**src/hdl/bferm_pkg.sv**
```systemverilog
// Shared types, constants and functions of the bit and frame error rate monitor.
`timescale 1ns / 1ps

package bferm_pkg;

    localparam int DEF_WORD_BITS      = 64;
    localparam int DEF_MAX_FRAME_BITS = 65536;

    localparam int DATA_W   = 64;
    localparam int POS_W    = 17;
    localparam int POS_MAX  = 131071;
    localparam int CNT_N_W  = 7;
    localparam int MAXC_W   = 32;
    localparam int BITS_W   = 48;
    localparam int FRM_W    = 40;
    localparam int CIDX_W   = 2;
    localparam int IN_TDATA_W  = 128;
    localparam int OUT_TDATA_W = 152;

    localparam logic [CIDX_W-1:0] CFG_FRAME_BITS       = 2'd0;
    localparam logic [CIDX_W-1:0] CFG_MAX_FRAME_ERRORS = 2'd1;
    localparam logic [CIDX_W-1:0] CFG_MAX_FRAMES       = 2'd2;

    localparam logic OP_COMPARE = 1'b0;
    localparam logic OP_CLEAR   = 1'b1;

    typedef struct packed {
        logic [POS_W-1:0]  frame_bits;
        logic [MAXC_W-1:0] max_frame_errors;
        logic [MAXC_W-1:0] max_frames;
    } cfg_t;

    typedef struct packed {
        logic              op;
        logic [DATA_W-1:0] ref_word;
        logic [DATA_W-1:0] decoded_word;
    } item_t;

    typedef struct packed {
        logic [FRM_W-1:0]  frames_total;
        logic [POS_W-1:0]  frame_bit_errors;
        logic              frame_error;
        logic [BITS_W-1:0] bit_errors_total;
        logic [FRM_W-1:0]  frame_errors_total;
        logic              done_res;
    } result_t;

    // Nibble counts summed pairwise, so the adder depth grows with log2 of the width.
    function automatic logic [CNT_N_W-1:0] popcount64(input logic [DATA_W-1:0] x);
        logic [2:0] s4  [16];
        logic [3:0] s8  [8];
        logic [4:0] s16 [4];
        logic [5:0] s32 [2];
        for (int i = 0; i < 16; i++)
        begin
            s4[i] = 3'(x[4*i]) + 3'(x[4*i+1]) + 3'(x[4*i+2]) + 3'(x[4*i+3]);
        end
        for (int i = 0; i < 8; i++)
        begin
            s8[i] = 4'(s4[2*i]) + 4'(s4[2*i+1]);
        end
        for (int i = 0; i < 4; i++)
        begin
            s16[i] = 5'(s8[2*i]) + 5'(s8[2*i+1]);
        end
        for (int i = 0; i < 2; i++)
        begin
            s32[i] = 6'(s16[2*i]) + 6'(s16[2*i+1]);
        end
        return CNT_N_W'(s32[0]) + CNT_N_W'(s32[1]);
    endfunction

endpackage

```
**src/hdl/bferm_cfg.sv**
```systemverilog
// Configuration register file of the monitor.
`timescale 1ns / 1ps

module bferm_cfg
    import bferm_pkg::*;
(
    input  logic              clk,
    input  logic              rst_n,
    input  logic              cfg_valid,
    output logic              cfg_ready,
    input  logic [CIDX_W-1:0] cfg_index,
    input  logic [MAXC_W-1:0] cfg_data,
    output cfg_t              cfg
);

    cfg_t cfg_reg;
    cfg_t cfg_next;

    assign cfg_ready = 1'b1;
    assign cfg       = cfg_reg;

    always_comb
    begin
        cfg_next = cfg_reg;
        if (cfg_valid)
        begin
            unique case (cfg_index)
                CFG_FRAME_BITS:       cfg_next.frame_bits       = cfg_data[POS_W-1:0];
                CFG_MAX_FRAME_ERRORS: cfg_next.max_frame_errors = cfg_data;
                CFG_MAX_FRAMES:       cfg_next.max_frames       = cfg_data;
                default:              cfg_next = cfg_reg;
            endcase
        end
    end

    always_ff @(posedge clk or negedge rst_n)
    begin
        if (!rst_n)
        begin
            cfg_reg.frame_bits       <= POS_W'(64);
            cfg_reg.max_frame_errors <= '0;
            cfg_reg.max_frames       <= '0;
        end
        else
        begin
            cfg_reg <= cfg_next;
        end
    end

endmodule

```
**src/hdl/bferm_in_reg.sv**
```systemverilog
// Input register stage holding one accepted item.
`timescale 1ns / 1ps

module bferm_in_reg
    import bferm_pkg::*;
(
    input  logic  clk,
    input  logic  rst_n,
    input  logic  in_valid,
    output logic  in_ready,
    input  item_t in_item,
    input  logic  advance,
    output logic  item_valid,
    output item_t item
);

    logic  valid_reg;
    logic  valid_next;
    item_t item_reg;

    assign in_ready   = !valid_reg || advance;
    assign item_valid = valid_reg;
    assign item       = item_reg;

    always_comb
    begin
        valid_next = valid_reg;
        if (in_valid && in_ready)
            valid_next = 1'b1;
        else if (advance)
            valid_next = 1'b0;
    end

    always_ff @(posedge clk or negedge rst_n)
    begin
        if (!rst_n)
            valid_reg <= 1'b0;
        else
            valid_reg <= valid_next;
    end

    always_ff @(posedge clk)
    begin
        if (in_valid && in_ready)
            item_reg <= in_item;
    end

endmodule

```
**src/hdl/bferm_count.sv**
```systemverilog
// Frame bookkeeping: bit compare, popcount, saturating totals and limit check.
`timescale 1ns / 1ps

module bferm_count
    import bferm_pkg::*;
#(
    parameter int WORD_BITS      = DEF_WORD_BITS,
    parameter int MAX_FRAME_BITS = DEF_MAX_FRAME_BITS
)
(
    input  logic    clk,
    input  logic    rst_n,
    input  logic    step,
    input  item_t   item,
    input  cfg_t    cfg,
    output logic    res_valid,
    output result_t res
);

    localparam logic [POS_W-1:0] FB_LIMIT =
        (MAX_FRAME_BITS > POS_MAX) ? POS_W'(POS_MAX) : POS_W'(MAX_FRAME_BITS);
    localparam logic [POS_W-1:0] WORD_N = POS_W'(WORD_BITS);

    logic [POS_W-1:0]  pos_reg, pos_next;
    logic [POS_W-1:0]  acc_reg, acc_next;
    logic [BITS_W-1:0] bits_reg, bits_next;
    logic [FRM_W-1:0]  ferr_reg, ferr_next;
    logic [FRM_W-1:0]  frames_reg, frames_next;

    logic [POS_W-1:0]   fb;
    logic [POS_W-1:0]   remaining;
    logic [POS_W-1:0]   n_full;
    logic [CNT_N_W-1:0] n;
    logic [DATA_W-1:0]  mask;
    logic [CNT_N_W-1:0] errs;
    logic [POS_W:0]     acc_sum;
    logic [POS_W-1:0]   acc_new;
    logic [POS_W:0]     pos_sum;
    logic               frame_end;
    logic [BITS_W:0]    bits_sum;
    logic [BITS_W-1:0]  bits_new;
    logic [FRM_W-1:0]   ferr_new;
    logic [FRM_W-1:0]   frames_new;
    logic               is_clear;

    always_comb
    begin
        if (cfg.frame_bits == '0)
            fb = POS_W'(1);
        else if (cfg.frame_bits > FB_LIMIT)
            fb = FB_LIMIT;
        else
            fb = cfg.frame_bits;

        remaining = (pos_reg < fb) ? (fb - pos_reg) : '0;
        n_full    = (remaining < WORD_N) ? remaining : WORD_N;
        n         = n_full[CNT_N_W-1:0];

        for (int i = 0; i < DATA_W; i++)
        begin
            mask[i] = (i < WORD_BITS) && (CNT_N_W'(i) < n);
        end
        errs = popcount64((item.ref_word ^ item.decoded_word) & mask);

        acc_sum = {1'b0, acc_reg} + (POS_W + 1)'(errs);
        acc_new = acc_sum[POS_W] ? '1 : acc_sum[POS_W-1:0];

        // A frame length lowered below the consumed count ends the frame here.
        pos_sum   = {1'b0, pos_reg} + (POS_W + 1)'(n);
        frame_end = pos_sum >= {1'b0, fb};

        bits_sum   = {1'b0, bits_reg} + (BITS_W + 1)'(acc_new);
        bits_new   = bits_sum[BITS_W] ? '1 : bits_sum[BITS_W-1:0];
        ferr_new   = (acc_new != '0 && ferr_reg != '1) ? ferr_reg + 1'b1 : ferr_reg;
        frames_new = (frames_reg != '1) ? frames_reg + 1'b1 : frames_reg;

        is_clear  = item.op == OP_CLEAR;
        res_valid = step && !is_clear && frame_end;

        res.frames_total       = frames_new;
        res.frame_bit_errors   = acc_new;
        res.frame_error        = acc_new != '0;
        res.bit_errors_total   = bits_new;
        res.frame_errors_total = ferr_new;
        res.done_res =
            (cfg.max_frame_errors != '0 && ferr_new >= FRM_W'(cfg.max_frame_errors)) ||
            (cfg.max_frames != '0 && frames_new >= FRM_W'(cfg.max_frames));

        pos_next    = pos_reg;
        acc_next    = acc_reg;
        bits_next   = bits_reg;
        ferr_next   = ferr_reg;
        frames_next = frames_reg;
        if (step)
        begin
            priority if (is_clear)
            begin
                pos_next    = '0;
                acc_next    = '0;
                bits_next   = '0;
                ferr_next   = '0;
                frames_next = '0;
            end
            else if (frame_end)
            begin
                pos_next    = '0;
                acc_next    = '0;
                bits_next   = bits_new;
                ferr_next   = ferr_new;
                frames_next = frames_new;
            end
            else
            begin
                pos_next = pos_sum[POS_W-1:0];
                acc_next = acc_new;
            end
        end
    end

    always_ff @(posedge clk or negedge rst_n)
    begin
        if (!rst_n)
        begin
            pos_reg    <= '0;
            acc_reg    <= '0;
            bits_reg   <= '0;
            ferr_reg   <= '0;
            frames_reg <= '0;
        end
        else
        begin
            pos_reg    <= pos_next;
            acc_reg    <= acc_next;
            bits_reg   <= bits_next;
            ferr_reg   <= ferr_next;
            frames_reg <= frames_next;
        end
    end

    a_clear_zeroes: assert property (@(posedge clk) disable iff (!rst_n)
        step && item.op == OP_CLEAR |=> frames_reg == '0 && bits_reg == '0 && pos_reg == '0)
        else $error("counters not cleared by a clear item");

    a_flag_matches: assert property (@(posedge clk) disable iff (!rst_n)
        res_valid |-> res.frame_error == (res.frame_bit_errors != '0))
        else $error("frame error flag disagrees with frame bit errors");

    a_ferr_bounded: assert property (@(posedge clk) disable iff (!rst_n)
        res_valid |-> res.frame_errors_total <= res.frames_total)
        else $error("more erroneous frames than frames");

    a_mid_frame: assert property (@(posedge clk) disable iff (!rst_n)
        step && item.op == OP_COMPARE && !frame_end |=> $stable(frames_reg))
        else $error("frame count moved inside a frame");

endmodule

```
**src/hdl/bferm_out_reg.sv**
```systemverilog
// Result register toward the master-side stream.
`timescale 1ns / 1ps

module bferm_out_reg
    import bferm_pkg::*;
(
    input  logic    clk,
    input  logic    rst_n,
    input  logic    load,
    input  result_t res,
    output logic    out_free,
    output logic    out_valid,
    input  logic    out_ready,
    output result_t out_res
);

    logic    valid_reg;
    logic    valid_next;
    result_t res_reg;

    assign out_free  = !valid_reg || out_ready;
    assign out_valid = valid_reg;
    assign out_res   = res_reg;

    always_comb
    begin
        valid_next = valid_reg;
        if (load)
            valid_next = 1'b1;
        else if (out_ready)
            valid_next = 1'b0;
    end

    always_ff @(posedge clk or negedge rst_n)
    begin
        if (!rst_n)
            valid_reg <= 1'b0;
        else
            valid_reg <= valid_next;
    end

    always_ff @(posedge clk)
    begin
        if (load)
            res_reg <= res;
    end

endmodule

```
**src/hdl/bit_frame_error_rate_monitor_top.sv**
```systemverilog
// Top level of the bit and frame error rate monitor.
`timescale 1ns / 1ps

// The slave-side stream carries one item per 64-bit word pair: tdata holds the
// reference word and the decoded word, tuser selects compare or clear. The
// block counts bit errors over frames of frame_bits bits and sends one item on
// the master-side stream when a frame completes, with the frame's error count,
// the saturating totals and a done flag for the configured limits.
// An accepted item waits in the input register until the output register is
// free; when it leaves, the result of a frame it completes is loaded into the
// output register at the same edge. One item is taken every cycle while the
// output side keeps up; the combinational popcount and update set that rate.
// When the receiver stalls with a result waiting, the input register still
// takes one more item, then tready drops until the result register empties.
// Reset sets frame_bits to 64, both limits to zero (no limit) and all counters
// to zero. The configuration channel is always ready; the user writes it only
// while idle, which the block never checks; a write to index 3 is ignored.

module bit_frame_error_rate_monitor_top
    import bferm_pkg::*;
#(
    parameter int WORD_BITS      = DEF_WORD_BITS,
    parameter int MAX_FRAME_BITS = DEF_MAX_FRAME_BITS
)
(
    input  logic                   clk,
    input  logic                   rst_n,
    input  logic                   cfg_valid,
    output logic                   cfg_ready,
    input  logic [CIDX_W-1:0]      cfg_index,
    input  logic [MAXC_W-1:0]      cfg_data,
    input  logic                   s_axis_tvalid,
    output logic                   s_axis_tready,
    // ref_word [63:0], decoded_word [127:64]
    input  logic [IN_TDATA_W-1:0]  s_axis_tdata,
    // op
    input  logic                   s_axis_tuser,
    output logic                   m_axis_tvalid,
    input  logic                   m_axis_tready,
    // frames_total [39:0], frame_bit_errors [56:40], frame_error [57],
    // bit_errors_total [105:58], frame_errors_total [145:106], done_res [146],
    // zeros [151:147]
    output logic [OUT_TDATA_W-1:0] m_axis_tdata
);

    cfg_t    cfg;
    item_t   in_item;
    item_t   item;
    logic    item_valid;
    logic    advance;
    logic    out_free;
    logic    res_valid;
    result_t res;
    result_t out_res;

    assign in_item.op           = s_axis_tuser;
    assign in_item.ref_word     = s_axis_tdata[DATA_W-1:0];
    assign in_item.decoded_word = s_axis_tdata[2*DATA_W-1:DATA_W];

    assign advance = item_valid && out_free;

    bferm_cfg u_cfg (
        .clk       (clk),
        .rst_n     (rst_n),
        .cfg_valid (cfg_valid),
        .cfg_ready (cfg_ready),
        .cfg_index (cfg_index),
        .cfg_data  (cfg_data),
        .cfg       (cfg)
    );

    bferm_in_reg u_in_reg (
        .clk        (clk),
        .rst_n      (rst_n),
        .in_valid   (s_axis_tvalid),
        .in_ready   (s_axis_tready),
        .in_item    (in_item),
        .advance    (advance),
        .item_valid (item_valid),
        .item       (item)
    );

    bferm_count #(
        .WORD_BITS      (WORD_BITS),
        .MAX_FRAME_BITS (MAX_FRAME_BITS)
    ) u_count (
        .clk       (clk),
        .rst_n     (rst_n),
        .step      (advance),
        .item      (item),
        .cfg       (cfg),
        .res_valid (res_valid),
        .res       (res)
    );

    bferm_out_reg u_out_reg (
        .clk       (clk),
        .rst_n     (rst_n),
        .load      (res_valid),
        .res       (res),
        .out_free  (out_free),
        .out_valid (m_axis_tvalid),
        .out_ready (m_axis_tready),
        .out_res   (out_res)
    );

    assign m_axis_tdata = {
        5'b0,
        out_res.done_res,
        out_res.frame_errors_total,
        out_res.bit_errors_total,
        out_res.frame_error,
        out_res.frame_bit_errors,
        out_res.frames_total
    };

endmodule

```
**config.mk**
```make
export PLATFORM = sky130hd
export DESIGN_NAME = bit_frame_error_rate_monitor_top
export DESIGN_NICKNAME = d
export VERILOG_FILES = /design/src/hdl/bferm_pkg.sv /design/src/hdl/bferm_cfg.sv /design/src/hdl/bferm_in_reg.sv /design/src/hdl/bferm_count.sv /design/src/hdl/bferm_out_reg.sv /design/src/hdl/bit_frame_error_rate_monitor_top.sv
export SDC_FILE = /design/constraint.sdc
export NUM_CORES = 1
export LEC_CHECK = 0
export ABC_AREA = 1
export BUFFER_PORTS_ARGS = -buffer_cell sky130_fd_sc_hd__clkbuf_2
export CAP_MARGIN = 20
export CELL_PAD_IN_SITES_DETAIL_PLACEMENT = 0
export CELL_PAD_IN_SITES_GLOBAL_PLACEMENT = 2
export CORE_MARGIN = 5
export CORE_UTILIZATION = 37
export CTS_BUF_LIST = sky130_fd_sc_hd__clkbuf_16
export CTS_CLUSTER_DIAMETER = 40
export DETAILED_ROUTE_END_ITERATION = 10
export GPL_TIMING_DRIVEN = 0
export PLACE_DENSITY = 0.83
export SYNTH_ARGS = -nofsm -noshare
export SYNTH_HDL_FRONTEND = slang
export SYNTH_SLANG_ARGS = --single-unit
```
**constraint.sdc**
```tcl
create_clock -name clk -period 12.8 [get_ports clk]
set_clock_uncertainty 0.05 [all_clocks]
set_input_delay 1.92 -clock clk [delete_from_list [all_inputs] [get_ports clk]]
set_output_delay 1.92 -clock clk [all_outputs]
set_load 0.1 [all_outputs]
```
==> metrics.csv, run 1 <==
metric,value,unit
Final setup violation count,0,
final core utilization,46.7,%
# IOs,323,
Setup WS post-layout,0.546,ns
"Reg clk slew, reported paths",0.05,ns
Worst Path Required,13.12,ns
Gate Count Post-Synth,3470,
Die Span Y,297,µm
H-tree levels,3,
max_cap viols,0,
total track usage,20.7,%
worst-path fanout max,8,
later-pin clock latency in the skew report,0.66,ns
Mapped Area,0.0306,mm²
crit path time final,12.25,ns
maximum number of pins on one net before global-route repair,108,
sequential fraction of the synthesis area,47.2,%
total routed wirelength,93800,µm
vias per cell,4.89,
R2R setup slack,0.55,ns
DR vias,24900,
CTS root buffer,clkbuf_16,
CORE AREA,0.0820,mm²
"EDFF count, synth",276,
main combinational cell family by area after synthesis,simple AND/OR/NAND/NOR gates,
simple-gate share of the synthesized area,21.9,%
critical path class,reg2reg,
Worst Hold Class,reg2reg,
CTS tree,yes,
Avg Inst Size Synth,8.81,µm²
ys flop type,edfxtp_1,
max-slew violations,0,
CTS max path bufs,3,
post-synth top area share,27.1,%
mux contribution to synthesized area,0,%
Post-Synth Adder-Cell Area,11.4,%
die width,297,µm
total CTS buffers,95,
Most common cell on crit path,nand2_1,
WL/cell,18.4,µm
hold_buf cts,0,
IO buf count,316,
Synth Area in Compound Gates,6.94,%
first-pass GRT wire length,144000,µm
crit path capture type,flop,
Final GP Congestion,0.904,
Initial DRT Pass Iterations,5,
period utilization,95.7,%
vias in the first global route,24700,
Post-Synth XOR/XNOR Area,4.93,%
Worst-Margin Slew,0.937,ns
die area,0.0885,mm²
synth top area cells,"edfxtp_1 (27%), dfrtp_1 (20%), nand2_1 (11%)",
DP Worst Slack,-1.41,ns
most frequent cells in the layout,"nand2_1 (858), inv_1 (517), clkbuf_2 (316)",
Yosys cell types,56,
#FFs+latches synth,521,
YS warnings,0,
"most common cell after layout, fill and taps aside",nand2_1,
clk sink count,521,
FP Rows,105,
ANT cells,0,
CP max stage cell,fa_1,
Initial DRC Count,1639,
final hold slack,0.428,ns
Finished Cell Area,0.0383,mm²
Placed Instance Area,0.0336,mm²
drt drc,0,
DP HPWL,72900,µm
initial antenna violation count,2,
status,"finished, final reports clean",
Synth area leader,edfxtp_1,
final net count,4347,
initial cell density of the core,37.3,%
"Hold Vio Cnt, Final",0,
"antenna viol nets, final",0,
Slew HR,37.6,%
max FFs per register,147,
family with the most delay on the worst path,adder cells,
f_max,0.0816,GHz
layout cells sized above 1,19.5,%
crit-path max cell delay,0.62,ns
WP data arrival,12.57,ns
worst path bufs/invs,14,
ys async rst share,47.0,%
Syn-to-layout area delta,25.4,%
"Remaining Overflow, GRT",0,
CP startpoint kind,flop,
[logic make-up (layout without fill, tap and decap cells)]
group / count (synthesis) / count (layout)
AND/OR/NAND/NOR: 1540 / 1540
buffers and inverters: 600 / 1147
flip-flops: 521 / 521
AO/OA/AOI/OAI: 394 / 394
adder cells (fa/ha/maj): 241 / 241
XOR/XNOR: 172 / 172
other: 2 / 6
[final cells by class]
class                      count  area (µm²)
buffer                        71         414
multi-input combinational   2353       14700
timing repair buffer         367        2120
tap                         1070        1340
sequential                   521       14400
clock inverter                83         895
clock buffer                  97        2430
fill                        8063       43700
inverter                     529        2000
[cell usage after synthesis, drive strengths merged (43+ instances only)]
cell type / n
nand2: 902
inv: 529
edfxtp: 276
nor2: 248
dfrtp: 244
o21ai: 217
nand3: 186
ha: 178
xor2: 145
a21oi: 124
nor3: 72
fa: 63
nand4: 57
clkbuf: 45
nor4: 43
[layer usage]
| layer | track usage (%) | up-vias | share of wire, % |
|---|---|---|---|
| li1 | - | 12300 | - |
| met1 | 29.2 | 11900 | 46 |
| met2 | 32.7 | 592 | 46 |
| met3 | 4.23 | 117 | 5.5 |
| met4 | 5.13 | 0 | 2.2 |
| met5 | 0 | - | 0 |
[timing repair]
action | in CTS | in global routing
endpoints found under the setup margin | 95 | 97
gates resized for setup | 45 | 194
gates cloned | 0 | 3
buffers inserted | 2 | 41
pin swaps | 3 | 69
[stage by stage]
stage / TNS [ns] / cells
6_report: 0 / 5091
5_1_grt: -0.384 / 5091
4_1_cts: -0.134 / 5047
3_5_place_dp: -37.65 / 4865
3_3_place_gp: -39.48 / 4860
2_1_floorplan: 0 / 3474
[final timing paths]
path | start | end | cells after the start
setup / recovery | u_cfg.cfg[70]$_DFFE_PN1P_ | u_out_reg.out_res[87]$_DFFE_PP_ | 59
hold reg to reg | u_count.bits_reg[5]$_DFFE_PN0P_ | u_count.bits_reg[5]$_DFFE_PN0P_ | 2
max in group asynchronous | rst_n | u_count.frames_reg[35]$_DFFE_PN0P_ | 2
setup reg to reg | u_cfg.cfg[70]$_DFFE_PN1P_ | u_out_reg.out_res[87]$_DFFE_PP_ | 59
hold / removal | u_count.bits_reg[5]$_DFFE_PN0P_ | u_count.bits_reg[5]$_DFFE_PN0P_ | 2
min in group asynchronous | rst_n | u_count.bits_reg[28]$_DFFE_PN0P_ | 1
[worst min-delay path, cell delays in order, from the launching register on]
cell and delay (ns):
dfrtp_1 0.34, nand2_1 0.05, nand2_1 0.05
Power of run 1 is not shown: default switching activity piles up to over one toggle a cycle in this logic, so the estimate is an artifact.
==> run 2, diff against run 1 <==
- clock period: 12.8 -> 11.6 ns (I/O delays scaled with it)
==> metrics.csv, run 2 (synthesis gave the netlist of run 1 again) <==
metric,value,unit
die area,0.0885,mm²
initial cell density of the core,37.3,%
maximum number of pins on one net before global-route repair,108,
routing usage on met1,29.4,%
met3 Use GR,4.51,%
max-slew violations,0,
Worst-Margin Slew,1.02,ns
"Remaining Overflow, GRT",0,
Slew HR,31.4,%
H-tree levels,3,
Placed Instance Area,0.0336,mm²
crit path time final,11.78,ns
max FFs per register,147,
failing checks,negative setup slack,
die width,297,µm
later-pin clock latency in the skew report,0.66,ns
layout cells sized above 1,27.0,%
initial antenna violation count,1,
status,"finished, violations left",
most frequent cells in the layout,"nand2_1 (801), inv_1 (482), clkbuf_2 (315)",
drt drc,0,
DP HPWL,72900,µm
crit path capture type,flop,
"Hold Vio Cnt, Final",0,
CTS max path bufs,3,
Initial DRT Pass Iterations,5,
CORE AREA,0.0820,mm²
Initial DRC Count,1635,
Setup WS post-layout,-0.185,ns
vias per cell,4.91,
first-pass GRT wire length,147000,µm
WP data arrival,12.12,ns
period utilization,102,%
Die Span Y,297,µm
busiest grt layer,met2,
DP Worst Slack,-2.61,ns
CTS tree,yes,
f_max,0.0849,GHz
CTS root buffer,clkbuf_16,
FP Rows,105,
"most common cell after layout, fill and taps aside",nand2_1,
Finished Cell Area,0.0406,mm²
Worst Hold Class,reg2reg,
final hold slack,0.430,ns
total track usage,21.0,%
# IOs,323,
DR vias,25500,
met2 Use GR,33.5,%
IO buf count,316,
ANT cells,0,
filler cell count,7878,
vias in the first global route,25200,
"antenna viol nets, final",0,
Final setup violation count,1,
CP startpoint kind,flop,
final core utilization,49.6,%
Most common cell on crit path,nand2_2,
Worst Path Required,11.93,ns
worst-path fanout max,8,
CP max stage cell,fa_2,
Syn-to-layout area delta,33.0,%
crit-path max cell delay,0.59,ns
total CTS buffers,95,
WL/cell,18.6,µm
max_cap viols,0,
RSZ-0062 raised after global routing,yes,
critical path class,reg2reg,
total routed wirelength,96400,µm
clk sink count,521,
Final GP Congestion,0.904,
"Reg clk slew, reported paths",0.06,ns
final net count,4443,
==> run 2: changes by cell type in the layout (fill, tap and decap cells not counted), sizes merged <==
cell,change
buf,+93
clkbuf,+2
clkinv,+1
clkinvlp,+1
inv,-2
nand3,+1
==> run 2: what timing repair did <==
| action | 4_1_cts | 5_1_grt |
|---|---|---|
| buffers inserted | 55 | 80 |
| hold endpoints to repair | 0 | 0 |
| gates resized for setup | 204 | 396 |
| pin swaps | 67 | 161 |
| cloned | 3 | 5 |
| hold buffers | 0 | 0 |
| endpoints found under the setup margin | 162 | 97 |
==> run 2: worst paths after layout <==
path	start	slack, ns	endpoint	cells after the start
max	u_cfg.cfg[70]$_DFFE_PN1P_	-0.18	u_out_reg.out_res[0]$_DFFE_PP_	69
min	u_count.bits_reg[5]$_DFFE_PN0P_	0.43	u_count.bits_reg[5]$_DFFE_PN0P_	2
max reg2reg	u_cfg.cfg[70]$_DFFE_PN1P_	-0.18	u_out_reg.out_res[0]$_DFFE_PP_	69
min reg2reg	u_count.bits_reg[5]$_DFFE_PN0P_	0.43	u_count.bits_reg[5]$_DFFE_PN0P_	2
max in group asynchronous	rst_n	9.54	u_count.frames_reg[5]$_DFFE_PN0P_	2
min in group asynchronous	rst_n	1.02	u_count.bits_reg[30]$_DFFE_PN0P_	1
==> run 2: final cells by class <==
cell class | count | area, µm² | area share (%)
Buffer | 71 | 482 | 1.19
Clock buffer | 97 | 2430 | 5.97
Clock inverter | 83 | 895 | 2.20
Inverter | 529 | 2020 | 4.98
Multi-Input combinational cell | 2354 | 16100 | 39.5
Sequential cell | 521 | 14400 | 35.5
Tap cell | 1070 | 1340 | 3.29
Timing Repair Buffer | 462 | 2990 | 7.36
==> run 2: per-stage QoR <==
step | TNS, ns | std cells
2_1_floorplan | 0 | 3474
3_5_place_dp | -168.90 | 4865
5_1_grt | -33.53 | 5187
6_report | -0.185 | 5187
3_3_place_gp | -173.61 | 4860
4_1_cts | -0.454 | 5103
==> run 2: metal layers <==
layer,up-vias,routed length [µm]
met5,-,0
met1,12200,44300
met4,0,2430
met2,603,44500
li1,12500,-
met3,136,5190
==> run 2: critical path: cells and delay by family, from the launching register on <==
kind	cells	cell delay (ns)
DFF	1	0.53
adders and majority gates	12	4.87
xor gates and xnor gates	1	0.22
and+or+nand+nor	37	3.74
AOI/OAI and AO/OA	5	0.73
buffers and inverters	14	1.37
Power of run 2 is left out for the same reason.
